===== src/aeg_pkg.sv =====
`timescale 1ns / 1ps
// ============================================================================
// aeg_pkg
// Shared constants, codes and types of the ADSR envelope generator.
// ============================================================================
package aeg_pkg;

    localparam int SAMPLE_BITS    = 16;
    localparam int GAIN_FRAC_BITS = 16;
    localparam int GAIN_BITS      = GAIN_FRAC_BITS + 1;
    localparam int COUNT_BITS     = 16;
    localparam int LEN_BITS       = 16;
    localparam int STEP_BITS      = 32;
    localparam int OPCODE_BITS    = 2;
    localparam int PHASE_BITS     = 3;
    localparam int CFG_INDEX_BITS = 4;
    localparam int CFG_DATA_BITS  = 17;

    localparam int MUL_BITS      = LEN_BITS + STEP_BITS;
    localparam int SCALE_BITS    = SAMPLE_BITS + GAIN_BITS + 1;
    localparam int DIVIDEND_BITS = GAIN_BITS + GAIN_FRAC_BITS;
    localparam int DIV_STEPS     = DIVIDEND_BITS;
    localparam int DIV_CNT_BITS  = $clog2(DIV_STEPS);

    localparam logic [GAIN_BITS-1:0] GAIN_ONE = GAIN_BITS'(1) << GAIN_FRAC_BITS;

    localparam logic [LEN_BITS-1:0]  ATTACK_RESET  = LEN_BITS'(11025);
    localparam logic [LEN_BITS-1:0]  DECAY_RESET   = LEN_BITS'(10000);
    localparam logic [GAIN_BITS-1:0] SUSTAIN_RESET = GAIN_BITS'(32768);
    localparam logic [LEN_BITS-1:0]  RELEASE_RESET = LEN_BITS'(15000);

    localparam logic [OPCODE_BITS-1:0] OP_SAMPLE   = 2'd0;
    localparam logic [OPCODE_BITS-1:0] OP_NOTE_ON  = 2'd1;
    localparam logic [OPCODE_BITS-1:0] OP_NOTE_OFF = 2'd2;

    localparam logic [PHASE_BITS-1:0] SEG_IDLE    = 3'd0;
    localparam logic [PHASE_BITS-1:0] SEG_ATTACK  = 3'd1;
    localparam logic [PHASE_BITS-1:0] SEG_DECAY   = 3'd2;
    localparam logic [PHASE_BITS-1:0] SEG_SUSTAIN = 3'd3;
    localparam logic [PHASE_BITS-1:0] SEG_RELEASE = 3'd4;

    localparam logic [CFG_INDEX_BITS-1:0] CFG_ATTACK  = 4'd0;
    localparam logic [CFG_INDEX_BITS-1:0] CFG_DECAY   = 4'd1;
    localparam logic [CFG_INDEX_BITS-1:0] CFG_SUSTAIN = 4'd2;
    localparam logic [CFG_INDEX_BITS-1:0] CFG_RELEASE = 4'd3;

    typedef struct packed {
        logic load_in;
        logic mul_en;
        logic div_load;
        logic div_step;
        logic gain_en;
        logic scale_en;
        logic commit;
    } cmd_t;

endpackage


===== src/aeg_divider.sv =====
`timescale 1ns / 1ps
// ============================================================================
// aeg_divider
// Restoring divider, one quotient bit per step.
// ============================================================================
module aeg_divider (
    input  logic                                aclk,
    input  logic                                load,
    input  logic                                step,
    input  logic [aeg_pkg::DIVIDEND_BITS-1:0]   dividend,
    input  logic [aeg_pkg::LEN_BITS-1:0]        divisor,
    output logic [aeg_pkg::DIVIDEND_BITS-1:0]   quotient
);

    logic [aeg_pkg::DIVIDEND_BITS-1:0] quo_reg;
    logic [aeg_pkg::DIVIDEND_BITS-1:0] quo_next;
    logic [aeg_pkg::LEN_BITS-1:0]      rem_reg;
    logic [aeg_pkg::LEN_BITS-1:0]      rem_next;
    logic [aeg_pkg::LEN_BITS-1:0]      den_reg;
    logic [aeg_pkg::LEN_BITS:0]        trial;
    logic [aeg_pkg::LEN_BITS:0]        diff;
    logic                              fits;

    assign trial = {rem_reg, quo_reg[aeg_pkg::DIVIDEND_BITS-1]};
    assign diff  = trial - {1'b0, den_reg};
    assign fits  = (trial >= {1'b0, den_reg});

    assign quo_next = {quo_reg[aeg_pkg::DIVIDEND_BITS-2:0], fits};
    assign rem_next = fits ? diff[aeg_pkg::LEN_BITS-1:0] : trial[aeg_pkg::LEN_BITS-1:0];

    always_ff @(posedge aclk) begin
        if (load) begin
            quo_reg <= dividend;
            rem_reg <= '0;
            den_reg <= divisor;
        end else if (step) begin
            quo_reg <= quo_next;
            rem_reg <= rem_next;
        end
    end

    assign quotient = quo_reg;

endmodule


===== src/aeg_datapath.sv =====
`timescale 1ns / 1ps
// ============================================================================
// aeg_datapath
// Envelope state, configuration registers, ramp arithmetic and output register.
// ============================================================================
module aeg_datapath (
    input  logic                                    aclk,
    input  logic                                    aresetn,
    input  aeg_pkg::cmd_t                           cmd,
    input  logic                                    cfg_valid,
    input  logic [aeg_pkg::CFG_INDEX_BITS-1:0]      cfg_index,
    input  logic [aeg_pkg::CFG_DATA_BITS-1:0]       cfg_data,
    input  logic [aeg_pkg::OPCODE_BITS-1:0]         s_opcode,
    input  logic signed [aeg_pkg::SAMPLE_BITS-1:0]  s_sample_in,
    output logic signed [aeg_pkg::SAMPLE_BITS-1:0]  m_sample_out,
    output logic                                    m_voice_done,
    output logic [aeg_pkg::PHASE_BITS-1:0]          m_phase
);

    localparam int LB = aeg_pkg::LEN_BITS;
    localparam int GB = aeg_pkg::GAIN_BITS;
    localparam int FB = aeg_pkg::GAIN_FRAC_BITS;
    localparam int SB = aeg_pkg::STEP_BITS;
    localparam int CB = aeg_pkg::COUNT_BITS;
    localparam int MB = aeg_pkg::MUL_BITS;
    localparam int XB = aeg_pkg::SCALE_BITS;
    localparam int DB = aeg_pkg::DIVIDEND_BITS;
    localparam int PB = aeg_pkg::PHASE_BITS;
    localparam int NB = aeg_pkg::SAMPLE_BITS;

    logic [LB-1:0] attack_len_reg;
    logic [LB-1:0] decay_len_reg;
    logic [GB-1:0] sustain_reg;
    logic [LB-1:0] release_len_reg;

    logic [PB-1:0] segment_reg;
    logic [PB-1:0] segment_next;
    logic [CB-1:0] count_reg;
    logic [CB-1:0] count_next;
    logic [GB-1:0] held_reg;
    logic [GB-1:0] held_next;
    logic [SB-1:0] step_reg;
    logic [SB-1:0] step_next;
    logic          done_reg;
    logic          done_next;

    logic [aeg_pkg::OPCODE_BITS-1:0] op_reg;
    logic signed [NB-1:0]            sample_reg;
    logic [MB-1:0]                   mul_reg;
    logic [MB-1:0]                   mul_next;
    logic [GB-1:0]                   gain_reg;
    logic [GB-1:0]                   gain_next;
    logic signed [XB-1:0]            scale_reg;
    logic signed [XB-1:0]            scale_next;
    logic signed [NB-1:0]            y_next;

    logic [LB-1:0] lim_attack;
    logic [LB-1:0] lim_decay;
    logic [GB-1:0] sustain_eff;
    logic [GB-1:0] span;
    logic          is_decay;
    logic [LB-1:0] mul_a;
    logic [SB-1:0] mul_b;
    logic [SB-1:0] release_dec;
    logic [SB-1:0] step_new;

    logic [DB-1:0] div_dividend;
    logic [LB-1:0] div_divisor;
    logic [DB-1:0] quotient;

    assign lim_attack  = (count_reg > attack_len_reg) ? attack_len_reg : count_reg;
    assign lim_decay   = (count_reg > decay_len_reg) ? decay_len_reg : count_reg;
    assign sustain_eff = (sustain_reg > aeg_pkg::GAIN_ONE) ? aeg_pkg::GAIN_ONE : sustain_reg;
    assign span        = aeg_pkg::GAIN_ONE - sustain_eff;
    assign is_decay    = (op_reg == aeg_pkg::OP_SAMPLE) && (segment_reg == aeg_pkg::SEG_DECAY);

    assign mul_a    = is_decay ? lim_decay : count_reg;
    assign mul_b    = is_decay ? SB'(span) : step_reg;
    assign mul_next = MB'(mul_a) * MB'(mul_b);

    always_comb begin
        div_dividend = '0;
        div_divisor  = attack_len_reg;
        if (op_reg == aeg_pkg::OP_NOTE_OFF) begin
            div_dividend = {held_reg, FB'(0)};
            div_divisor  = release_len_reg;
        end else if (op_reg == aeg_pkg::OP_SAMPLE) begin
            case (segment_reg)
                aeg_pkg::SEG_ATTACK: begin
                    div_dividend = {1'b0, lim_attack, FB'(0)};
                    div_divisor  = attack_len_reg;
                end
                aeg_pkg::SEG_DECAY: begin
                    div_dividend = mul_reg[DB-1:0];
                    div_divisor  = decay_len_reg;
                end
                default: begin
                    div_dividend = '0;
                end
            endcase
        end
    end

    aeg_divider u_aeg_divider (
        .aclk     (aclk),
        .load     (cmd.div_load),
        .step     (cmd.div_step),
        .dividend (div_dividend),
        .divisor  (div_divisor),
        .quotient (quotient)
    );

    assign release_dec = mul_reg[MB-1:FB];

    always_comb begin
        case (segment_reg)
            aeg_pkg::SEG_ATTACK: begin
                gain_next = (attack_len_reg == '0) ? '0 : quotient[GB-1:0];
            end
            aeg_pkg::SEG_DECAY: begin
                gain_next = (decay_len_reg == '0) ? aeg_pkg::GAIN_ONE
                                                  : aeg_pkg::GAIN_ONE - quotient[GB-1:0];
            end
            aeg_pkg::SEG_SUSTAIN: begin
                gain_next = sustain_eff;
            end
            aeg_pkg::SEG_RELEASE: begin
                gain_next = (release_dec >= SB'(held_reg)) ? '0
                                                           : held_reg - release_dec[GB-1:0];
            end
            default: begin
                gain_next = '0;
            end
        endcase
    end

    assign scale_next = XB'(sample_reg) * XB'($signed({1'b0, gain_reg}));

    assign step_new = (release_len_reg == '0) ? '0 :
                      (quotient[DB-1:SB] != '0) ? '1 : quotient[SB-1:0];

    always_comb begin
        segment_next = segment_reg;
        count_next   = count_reg;
        held_next    = held_reg;
        step_next    = step_reg;
        done_next    = done_reg;
        y_next       = '0;
        case (op_reg)
            aeg_pkg::OP_NOTE_ON: begin
                count_next   = '0;
                done_next    = 1'b0;
                segment_next = aeg_pkg::SEG_ATTACK;
            end
            aeg_pkg::OP_NOTE_OFF: begin
                step_next    = step_new;
                count_next   = '0;
                segment_next = aeg_pkg::SEG_RELEASE;
            end
            aeg_pkg::OP_SAMPLE: begin
                case (segment_reg)
                    aeg_pkg::SEG_ATTACK: begin
                        held_next = gain_reg;
                        y_next    = scale_reg[FB+NB-1:FB];
                        if (count_reg >= attack_len_reg) begin
                            count_next   = '0;
                            segment_next = aeg_pkg::SEG_DECAY;
                        end else begin
                            count_next = count_reg + CB'(1);
                        end
                    end
                    aeg_pkg::SEG_DECAY: begin
                        held_next = gain_reg;
                        y_next    = scale_reg[FB+NB-1:FB];
                        if (count_reg >= decay_len_reg) begin
                            count_next   = '0;
                            segment_next = aeg_pkg::SEG_SUSTAIN;
                        end else begin
                            count_next = count_reg + CB'(1);
                        end
                    end
                    aeg_pkg::SEG_SUSTAIN: begin
                        held_next = gain_reg;
                        y_next    = scale_reg[FB+NB-1:FB];
                    end
                    aeg_pkg::SEG_RELEASE: begin
                        y_next = scale_reg[FB+NB-1:FB];
                        if (count_reg >= release_len_reg) begin
                            count_next   = '0;
                            segment_next = aeg_pkg::SEG_IDLE;
                        end else begin
                            count_next = count_reg + CB'(1);
                        end
                    end
                    default: begin
                        done_next = 1'b1;
                    end
                endcase
            end
            default: begin
                y_next = '0;
            end
        endcase
    end

    always_ff @(posedge aclk) begin
        if (!aresetn) begin
            attack_len_reg  <= aeg_pkg::ATTACK_RESET;
            decay_len_reg   <= aeg_pkg::DECAY_RESET;
            sustain_reg     <= aeg_pkg::SUSTAIN_RESET;
            release_len_reg <= aeg_pkg::RELEASE_RESET;
        end else if (cfg_valid) begin
            case (cfg_index)
                aeg_pkg::CFG_ATTACK:  attack_len_reg  <= cfg_data[LB-1:0];
                aeg_pkg::CFG_DECAY:   decay_len_reg   <= cfg_data[LB-1:0];
                aeg_pkg::CFG_SUSTAIN: sustain_reg     <= cfg_data[GB-1:0];
                aeg_pkg::CFG_RELEASE: release_len_reg <= cfg_data[LB-1:0];
                default: ;
            endcase
        end
    end

    always_ff @(posedge aclk) begin
        if (!aresetn) begin
            segment_reg <= aeg_pkg::SEG_IDLE;
            count_reg   <= '0;
            held_reg    <= '0;
            step_reg    <= '0;
            done_reg    <= 1'b0;
        end else if (cmd.commit) begin
            segment_reg <= segment_next;
            count_reg   <= count_next;
            held_reg    <= held_next;
            step_reg    <= step_next;
            done_reg    <= done_next;
        end
    end

    always_ff @(posedge aclk) begin
        if (cmd.load_in) begin
            op_reg     <= s_opcode;
            sample_reg <= s_sample_in;
        end
        if (cmd.mul_en) begin
            mul_reg <= mul_next;
        end
        if (cmd.gain_en) begin
            gain_reg <= gain_next;
        end
        if (cmd.scale_en) begin
            scale_reg <= scale_next;
        end
        if (cmd.commit) begin
            m_sample_out <= y_next;
            m_voice_done <= done_next;
            m_phase      <= segment_next;
        end
    end

endmodule


===== src/aeg_controller.sv =====
`timescale 1ns / 1ps
// ============================================================================
// aeg_controller
// Sequencer for one transaction: multiply, divide, gain, scale, commit.
// ============================================================================
module aeg_controller (
    input  logic          aclk,
    input  logic          aresetn,
    input  logic          s_valid,
    output logic          s_ready,
    output logic          m_valid,
    input  logic          m_ready,
    output aeg_pkg::cmd_t cmd
);

    localparam logic [2:0] ST_IDLE   = 3'd0;
    localparam logic [2:0] ST_MUL    = 3'd1;
    localparam logic [2:0] ST_DIVLD  = 3'd2;
    localparam logic [2:0] ST_DIV    = 3'd3;
    localparam logic [2:0] ST_GAIN   = 3'd4;
    localparam logic [2:0] ST_SCALE  = 3'd5;
    localparam logic [2:0] ST_COMMIT = 3'd6;

    localparam logic [aeg_pkg::DIV_CNT_BITS-1:0] DIV_LAST =
        aeg_pkg::DIV_CNT_BITS'(aeg_pkg::DIV_STEPS - 1);

    logic [2:0]                      state_reg;
    logic [2:0]                      state_next;
    logic [aeg_pkg::DIV_CNT_BITS-1:0] cnt_reg;
    logic [aeg_pkg::DIV_CNT_BITS-1:0] cnt_next;
    logic                            m_valid_reg;
    logic                            m_valid_next;
    logic                            out_free;

    assign out_free = !m_valid_reg || m_ready;

    always_comb begin
        state_next = state_reg;
        cnt_next   = cnt_reg;
        cmd        = '0;
        case (state_reg)
            ST_IDLE: begin
                if (s_valid) begin
                    cmd.load_in = 1'b1;
                    state_next  = ST_MUL;
                end
            end
            ST_MUL: begin
                cmd.mul_en = 1'b1;
                state_next = ST_DIVLD;
            end
            ST_DIVLD: begin
                cmd.div_load = 1'b1;
                cnt_next     = '0;
                state_next   = ST_DIV;
            end
            ST_DIV: begin
                cmd.div_step = 1'b1;
                if (cnt_reg == DIV_LAST) begin
                    state_next = ST_GAIN;
                end else begin
                    cnt_next = cnt_reg + aeg_pkg::DIV_CNT_BITS'(1);
                end
            end
            ST_GAIN: begin
                cmd.gain_en = 1'b1;
                state_next  = ST_SCALE;
            end
            ST_SCALE: begin
                cmd.scale_en = 1'b1;
                state_next   = ST_COMMIT;
            end
            ST_COMMIT: begin
                if (out_free) begin
                    cmd.commit = 1'b1;
                    state_next = ST_IDLE;
                end
            end
            default: begin
                state_next = ST_IDLE;
            end
        endcase
    end

    assign m_valid_next = cmd.commit ? 1'b1 : (m_ready ? 1'b0 : m_valid_reg);

    always_ff @(posedge aclk) begin
        if (!aresetn) begin
            state_reg   <= ST_IDLE;
            cnt_reg     <= '0;
            m_valid_reg <= 1'b0;
        end else begin
            state_reg   <= state_next;
            cnt_reg     <= cnt_next;
            m_valid_reg <= m_valid_next;
        end
    end

    assign s_ready = (state_reg == ST_IDLE);
    assign m_valid = m_valid_reg;

endmodule


===== src/adsr_envelope_generator_core.sv =====
`timescale 1ns / 1ps
// ============================================================================
// adsr_envelope_generator_core
// Linear ADSR envelope for one voice with a serial divider.
// ============================================================================
// Usage:
//   Input channel (s_valid/s_ready) carries an opcode and a Q1.15 sample:
//   scale a sample, note on, or note off. Every input transaction yields
//   exactly one result transaction on the m_ channel: the scaled sample
//   (zero for note events and idle), the done flag and the phase.
//   Configuration channel (cfg_valid/cfg_ready) writes attack, decay,
//   sustain and release registers by index; cfg_ready is always high.
//   Write configuration only while no transaction is in flight.
//   A new input is accepted only after the previous transaction commits;
//   the 33-step restoring divider takes most of each transaction.
//   s_ready is high only between transactions; a finished result waits
//   in the output register while the next input is accepted. If the
//   receiver stalls, the commit holds until the output register frees.
//   Reset (synchronous, active low) restores default lengths and sustain,
//   sets phase idle, clears counters, held gain, step and the done flag.
// ============================================================================
module adsr_envelope_generator_core (
    input  logic                                    aclk,
    input  logic                                    aresetn,
    input  logic                                    cfg_valid,
    output logic                                    cfg_ready,
    input  logic [aeg_pkg::CFG_INDEX_BITS-1:0]      cfg_index,
    input  logic [aeg_pkg::CFG_DATA_BITS-1:0]       cfg_data,
    input  logic                                    s_valid,
    output logic                                    s_ready,
    input  logic [aeg_pkg::OPCODE_BITS-1:0]         s_opcode,
    input  logic signed [aeg_pkg::SAMPLE_BITS-1:0]  s_sample_in,
    output logic                                    m_valid,
    input  logic                                    m_ready,
    output logic signed [aeg_pkg::SAMPLE_BITS-1:0]  m_sample_out,
    output logic                                    m_voice_done,
    output logic [aeg_pkg::PHASE_BITS-1:0]          m_phase
);

    aeg_pkg::cmd_t cmd;

    assign cfg_ready = 1'b1;

    aeg_controller u_aeg_controller (
        .aclk    (aclk),
        .aresetn (aresetn),
        .s_valid (s_valid),
        .s_ready (s_ready),
        .m_valid (m_valid),
        .m_ready (m_ready),
        .cmd     (cmd)
    );

    aeg_datapath u_aeg_datapath (
        .aclk         (aclk),
        .aresetn      (aresetn),
        .cmd          (cmd),
        .cfg_valid    (cfg_valid),
        .cfg_index    (cfg_index),
        .cfg_data     (cfg_data),
        .s_opcode     (s_opcode),
        .s_sample_in  (s_sample_in),
        .m_sample_out (m_sample_out),
        .m_voice_done (m_voice_done),
        .m_phase      (m_phase)
    );

endmodule


===== config.mk =====
export PLATFORM = sky130hd
export DESIGN_NAME = adsr_envelope_generator_core
export DESIGN_NICKNAME = d
export VERILOG_FILES = /design/src/aeg_pkg.sv /design/src/aeg_divider.sv /design/src/aeg_datapath.sv /design/src/aeg_controller.sv /design/src/adsr_envelope_generator_core.sv
export SDC_FILE = /design/constraint.sdc
export NUM_CORES = 2
export LEC_CHECK = 0
export ABC_AREA = 1
export BUFFER_PORTS_ARGS = -buffer_cell sky130_fd_sc_hd__buf_4
export CORE_UTILIZATION = 50
export DETAILED_ROUTE_END_ITERATION = 6
export HOLD_SLACK_MARGIN = 0.15
export PLACE_DENSITY = 0.63
export SYNTH_ARGS = -nofsm -noshare
export SYNTH_HDL_FRONTEND = slang
export SYNTH_SLANG_ARGS = --single-unit

===== constraint.sdc =====
create_clock -name aclk -period 20.1 [get_ports aclk]
set_clock_uncertainty 0.15 [all_clocks]
set_input_delay 3.015 -clock aclk [delete_from_list [all_inputs] [get_ports aclk]]
set_output_delay 3.015 -clock aclk [all_outputs]
set_load 0.005 [all_outputs]

; ---- Yosys cells after proc, flatten, opt, wreduce, memory -nomap -nowiden
; Cells that the tools add are included.
[totals]
in_bits = 44
out_inout_bits = 23
elab_cells = 135
reg_bits = 344
[op_classes]
n_reduce_logical = 26
magnitude_cmp = 8
n_mul = 2
mux = 49
add_sub_neg = 6
eq_ne = 21
[ops]
columns = op, n
row1 = $mux 16, 10
row2 = $mux 33, 4
row3 = $mux 32, 3
row4 = $mux 17, 4
row5 = $pmux 17 s4, 1
row6 = $pmux 33 s2, 1
row7 = $ge 16x16->1, 3
row8 = $logic_not 16->1, 3
row9 = $mul 16x32->48, 1
row10 = $pmux 16 s3, 1
row11 = $sub 17x17->17 const A, 2
row12 = $ge 32x17->1, 1
row13 = $gt 16x16->1, 2
row14 = $mul 16x18->32, 1
row15 = $pmux 16 s2, 1
row16 = $pmux 3 s7, 1
row17 = $mux 3, 6
row18 = $pmux 3 s3, 2
row19 = $ge 17x16->1, 1
row20 = $gt 17x17->1 const B, 1
row21 = $sub 17x17->17, 1
row22 = $add 16x1->16 const B, 1
row23 = $sub 16x16->16, 1
row24 = $reduce_and 2->1, 7
row25 = other kinds (27), 53

; ---- Longest topological paths before layout
[depth]
ltp_word = 6
mapped_depth = 41
mapped_depth_nobuf = 38

; ---- Modules after synthesis
; A second synthesis with hierarchy kept.
[unflattened]
cells_unflattened = 5767
area_unflattened_um2 = 45041.9
[by_module_without_submodules]
columns = mod, cells_each, area_each_um2, n_inst
row1 = aeg_datapath, 5182, 40583.9, 1
row2 = aeg_divider, 496, 3826.2, 1
row3 = aeg_controller, 87, 620.6, 1
row4 = adsr_envelope_generator_core, 2, 11.3, 1

; ---- Worst setup path before layout
; No wires, ideal clock.
[synth_timing]
kind = register to register
from = reg u_aeg_datapath.decay_len_reg[15]
to = reg u_aeg_datapath.mul_reg[32], data pin
period_less_slack_ns = 6.938
required_ns = 19.691
path_stages_with_launch = 33
path_buffers = 2
setup_slack_ns = 13.162
arrival_time_ns = 6.529
path_cell_list = dfxtp_1 > inv_1 > ha_1 > nand2_1 > nor2_1 > nor3b_2 > nand2_1 > nand2_2 > nand3_4 > buf_6 > nand2_1 > o21ai_4 > inv_2 > buf_6 > nand3_1 > fa_1 > fa_1 > fa_1 > inv_1 > fa_1 > fa_1 > inv_1 > fa_1 > inv_1 > ha_1 > a21o_1 > or2_2 > o21ai_0 > nand2_1 > a21oi_1 > o21ai_0 > nand2_1 > nand2_1
[synth_between]
elab_chain_cells = 4
[synth_lines]
columns = item, line_no
row1 = "start, declared", aeg_datapath.sv:32  ; logic [LB-1:0] decay_len_reg;
row2 = "start signal, assigned", aeg_datapath.sv:209  ; decay_len_reg <= aeg_pkg::DECAY_RESET;
row3 = "start signal, assigned", aeg_datapath.sv:215  ; aeg_pkg::CFG_DECAY: decay_len_reg <= cfg_data[LB-1:0];
row4 = $gt 16x16->1, aeg_datapath.sv:72  ; assign lim_decay = (count_reg > decay_len_reg) ? decay_len_reg : count_reg;
row5 = $mux 16 *, aeg_datapath.sv:72
row6 = $mux 16 *, aeg_datapath.sv:77  ; assign mul_a = is_decay ? lim_decay : count_reg;
row7 = $mul 16x32->48 *, aeg_datapath.sv:79  ; assign mul_next = MB'(mul_a) * MB'(mul_b);
row8 = net u_aeg_datapath.mul_next[32], aeg_datapath.sv:50  ; logic [MB-1:0] mul_next;
row9 = "end signal, assigned", aeg_datapath.sv:245  ; mul_reg <= mul_next;
row10 = "end, declared", aeg_datapath.sv:49  ; logic [MB-1:0] mul_reg;
; Mark *: on every way through the listed nets, which the timed path passes. The rest lies on a longest branch.
; A chain may end at the register's enable or synchronous reset.

; ---- Worst setup path in the final report
[layout_timing]
from = reg u_aeg_datapath.count_reg[15]
to = reg u_aeg_datapath.mul_reg[25], data pin
[layout_between]
elab_chain_cells = 4
[layout_lines]
columns = item, line_no
row1 = "start, declared", aeg_datapath.sv:38  ; logic [CB-1:0] count_reg;
row2 = "start signal, assigned", aeg_datapath.sv:232  ; count_reg <= count_next;
row3 = $gt 16x16->1, aeg_datapath.sv:72
row4 = $mux 16, aeg_datapath.sv:72
row5 = $mux 16 *, aeg_datapath.sv:77
row6 = $mul 16x32->48 *, aeg_datapath.sv:79
row7 = net u_aeg_datapath.mul_next[25], aeg_datapath.sv:50
; Marked as above.

==> flow_metrics.env <==
export IMPL_die_h_um=299
export IMPL_core_region_area_sq_mm=0.0870
export IMPL_final_setup_tns_ps=0
export IMPL_num_vias=36600
export IMPL_worst_setup_path_start_kind="register"
export IMPL_share_of_async_settable_or_async_resettable_flops_after_synthesis_pct=0
export IMPL_initial_utilization_pct=50.6
export IMPL_largest_reg_flops=48
export IMPL_wire_per_inst_um=20.1
export IMPL_timing_final_ws_setup_ps=11200
export IMPL_detailedRoute_firstPassIterationCount=6
export IMPL_placement_setup_worst_slack_ps=11310
export IMPL_drc=0
export IMPL_cts_inserted_buffers=37
export IMPL_synth_seq_area_share_pct=18.7
export IMPL_fraction_of_layout_cells_with_a_size_suffix_above_1_pct=4.91
export IMPL_fin_nets=6509
export IMPL_finalCoreUtilization_pct=53.5
export IMPL_ctsHoldBuffers=0
export IMPL_worst_slew_pin_slew_ps=1060
export IMPL_timing_hold_worst_path_depth=2
export IMPL_grt_max_degree=80
export IMPL_topRoutingLayerUsed="met4"
export IMPL_design_die_area_sq_mm=0.0893
export IMPL_hold_viol_final=0
export IMPL_mostFrequentLayoutCell="inv_1"
export IMPL_hp_class="reg -> reg"
export IMPL_detailedRoute_firstIterationViolations=2867
export IMPL_yosys_most_used_dff="edfxtp_1"
export IMPL_avgSynthCellArea_sq_um=7.90
export IMPL_postSynthRegisterBits=328
export IMPL_post_synth_instance_area_sq_mm=0.0441
export IMPL_cts_sinks=328
export IMPL_cp_common_cell="fa_1"
export IMPL_wl_met1_mm=56.5
export IMPL_placement_cell_area_sq_mm=0.0453
export IMPL_wirelength_mm=134
export IMPL_io_pins=67
export IMPL_rows=108
export IMPL_setup_worst_path_end_class="register"
export IMPL_critical_path_max_stage_delay_ps=770
export IMPL_cts_tree="built"
export IMPL_clk_pin_slew_worst_paths_ps=60
export IMPL_clk_insertion_delay_late_ps=590
export IMPL_detailroute_wirelength_met3_mm=8.01
export IMPL_routed_wl_met2_mm=64.7
export IMPL_die_width_um=299
export IMPL_yosys_warnings=0
export IMPL_layout_min_cycle_time_ps=8900
export IMPL_fill_cells=8468
export IMPL_run_status="complete, no violations"
export IMPL_ff2ff_path_depth=30
export IMPL_synth_net_count=6584
export IMPL_setup_worst_path_class="reg -> reg"
export IMPL_vias_per_cell=5.47
export IMPL_cp_arrival_ps=9070
export IMPL_finalMaxSlewViolations=0
export IMPL_grt_first_pass_wirelength_mm=211
export IMPL_relSlewSlack_pct=29.1
export IMPL_clock_root_buffer="clkbuf_16"
export IMPL_area_growth_syn_to_layout_pct=5.58
export IMPL_grt_setup_unrepaired="no"
export IMPL_fmax_mhz=112
export IMPL_ant_nets=0
export IMPL_yosysUniqueCellTypes=59
export IMPL_grt_pass1_vias=37300
export IMPL_gpl_wtd_cong=0.981
export IMPL_grt_usage_pct=30.4
export IMPL_hpwl_mm=106
export IMPL_syn_instance_count=5581
export IMPL_final_min_period_over_clock_period_pct=44.3
export IMPL_cpMaxStageDelayCell="o21ai_4"
export IMPL_timing_critical_path_fanout_max=32
export IMPL_postLayoutCellArea_sq_mm=0.0465
export IMPL_postCtsResizedCells=0
export IMPL_synth_edf_count=168
export IMPL_buffers_inserted_during_post_cts_setup_optimization=0
export IMPL_antenna_diode_count=0
export IMPL_crit_required_ps=20270
export IMPL_layout_common_cells="inv_1 (1240), nand2_1 (1067), fa_1 (627), nor2_1 (402), a21oi_1 (338)"
export IMPL_numPortBuffers=65
export IMPL_grt_ovfl_total=0
export IMPL_antenna_found_initial=0
export IMPL_clock_tree_buffer_depth=3
export IMPL_total_setup_violations_reported_at_the_end_of_the_flow=0
export IMPL_htree_num_levels=2
export IMPL_timing_max_cap_violations=0
## metrics by stage
step                hold slack (ps)  std cells
finish                          321       6690
global route                    346       6690
CTS                             321       6690
detailed placement              308       6622
global placement                310       6622
floorplan                       294       5581
## area by class of cell
class                           count  area, sq um  share of cell area (%)
Tap cell                         1155         1450                    3.11
Multi-Input combinational cell   3765        30000                    64.5
Inverter                         1262         4740                    10.2
Clock inverter                     22          205                   0.441
Sequential cell                   328         8250                    17.7
Timing Repair Buffer              112          841                    1.81
Clock buffer                       46         1020                    2.20
## critical path: cells and delay by family (launching register included)
kind,cells,cell delay (ps)
adder cells (fa/ha/maj),8,3680
AND/OR/NAND/NOR,10,1750
AO/OA/AOI/OAI,4,1680
buffers and inverters,7,870
flip-flops,1,300
XOR/XNOR,1,130
## Yosys cell counts, types with 15 or more instances
master    instances  area [sq um]
nand4_1          42           263
edfxtp_1        168          5040
o21bai_1         15           113
inv_2            18          67.6
nand2_1        1067          4010
a21o_1           16           120
inv_1          1240          4650
ha_1            332          4150
xnor2_1          34           298
buf_2            39           195
dfxtp_1         160          3200
fa_1            627         12600
nor3_1           41           205
buf_4            17           128
clkbuf_1        150           563
a21oi_1         338          1690
nand3_1         273          1370
a31oi_1          21           131
o221ai_1         16           140
nor2_1          407          1530
or2_2            31           194
o21ai_0         295          1480
xor2_1           60           526
nand2_2          15          93.8
## cell families after synthesis
group / after synthesis / synth area share, %
compound gates: 792 / 10.2
xor+xnor: 94 / 1.87
fa+ha+maj: 959 / 37.9
buf+inv: 1488 / 13.2
flops: 328 / 18.7
other cells: 1 / 0.00851
simple gates: 1919 / 18.1
## per-layer routing
layer  vias up  GRT usage, %
met5         -             0
met4         0          10.6
met3       285          2.53
met2      1283          52.0
met1     17900          40.4
li1      17100             -
## path summary, 6_finish.rpt
kind | to | from | slack, ps
setup / recovery | u_aeg_datapath.mul_reg[25] | u_aeg_datapath.count_reg[15] | 11200
setup reg to reg | u_aeg_datapath.mul_reg[25] | u_aeg_datapath.count_reg[15] | 11200
hold / removal | u_aeg_datapath.u_aeg_divider.rem_reg[7] | u_aeg_datapath.u_aeg_divider.rem_reg[7] | 320
hold reg to reg | u_aeg_datapath.u_aeg_divider.rem_reg[7] | u_aeg_datapath.u_aeg_divider.rem_reg[7] | 320
Power is left out: the tool's default activity adds up to more than one toggle a clock period on the data nets, which glitch-free logic cannot reach.
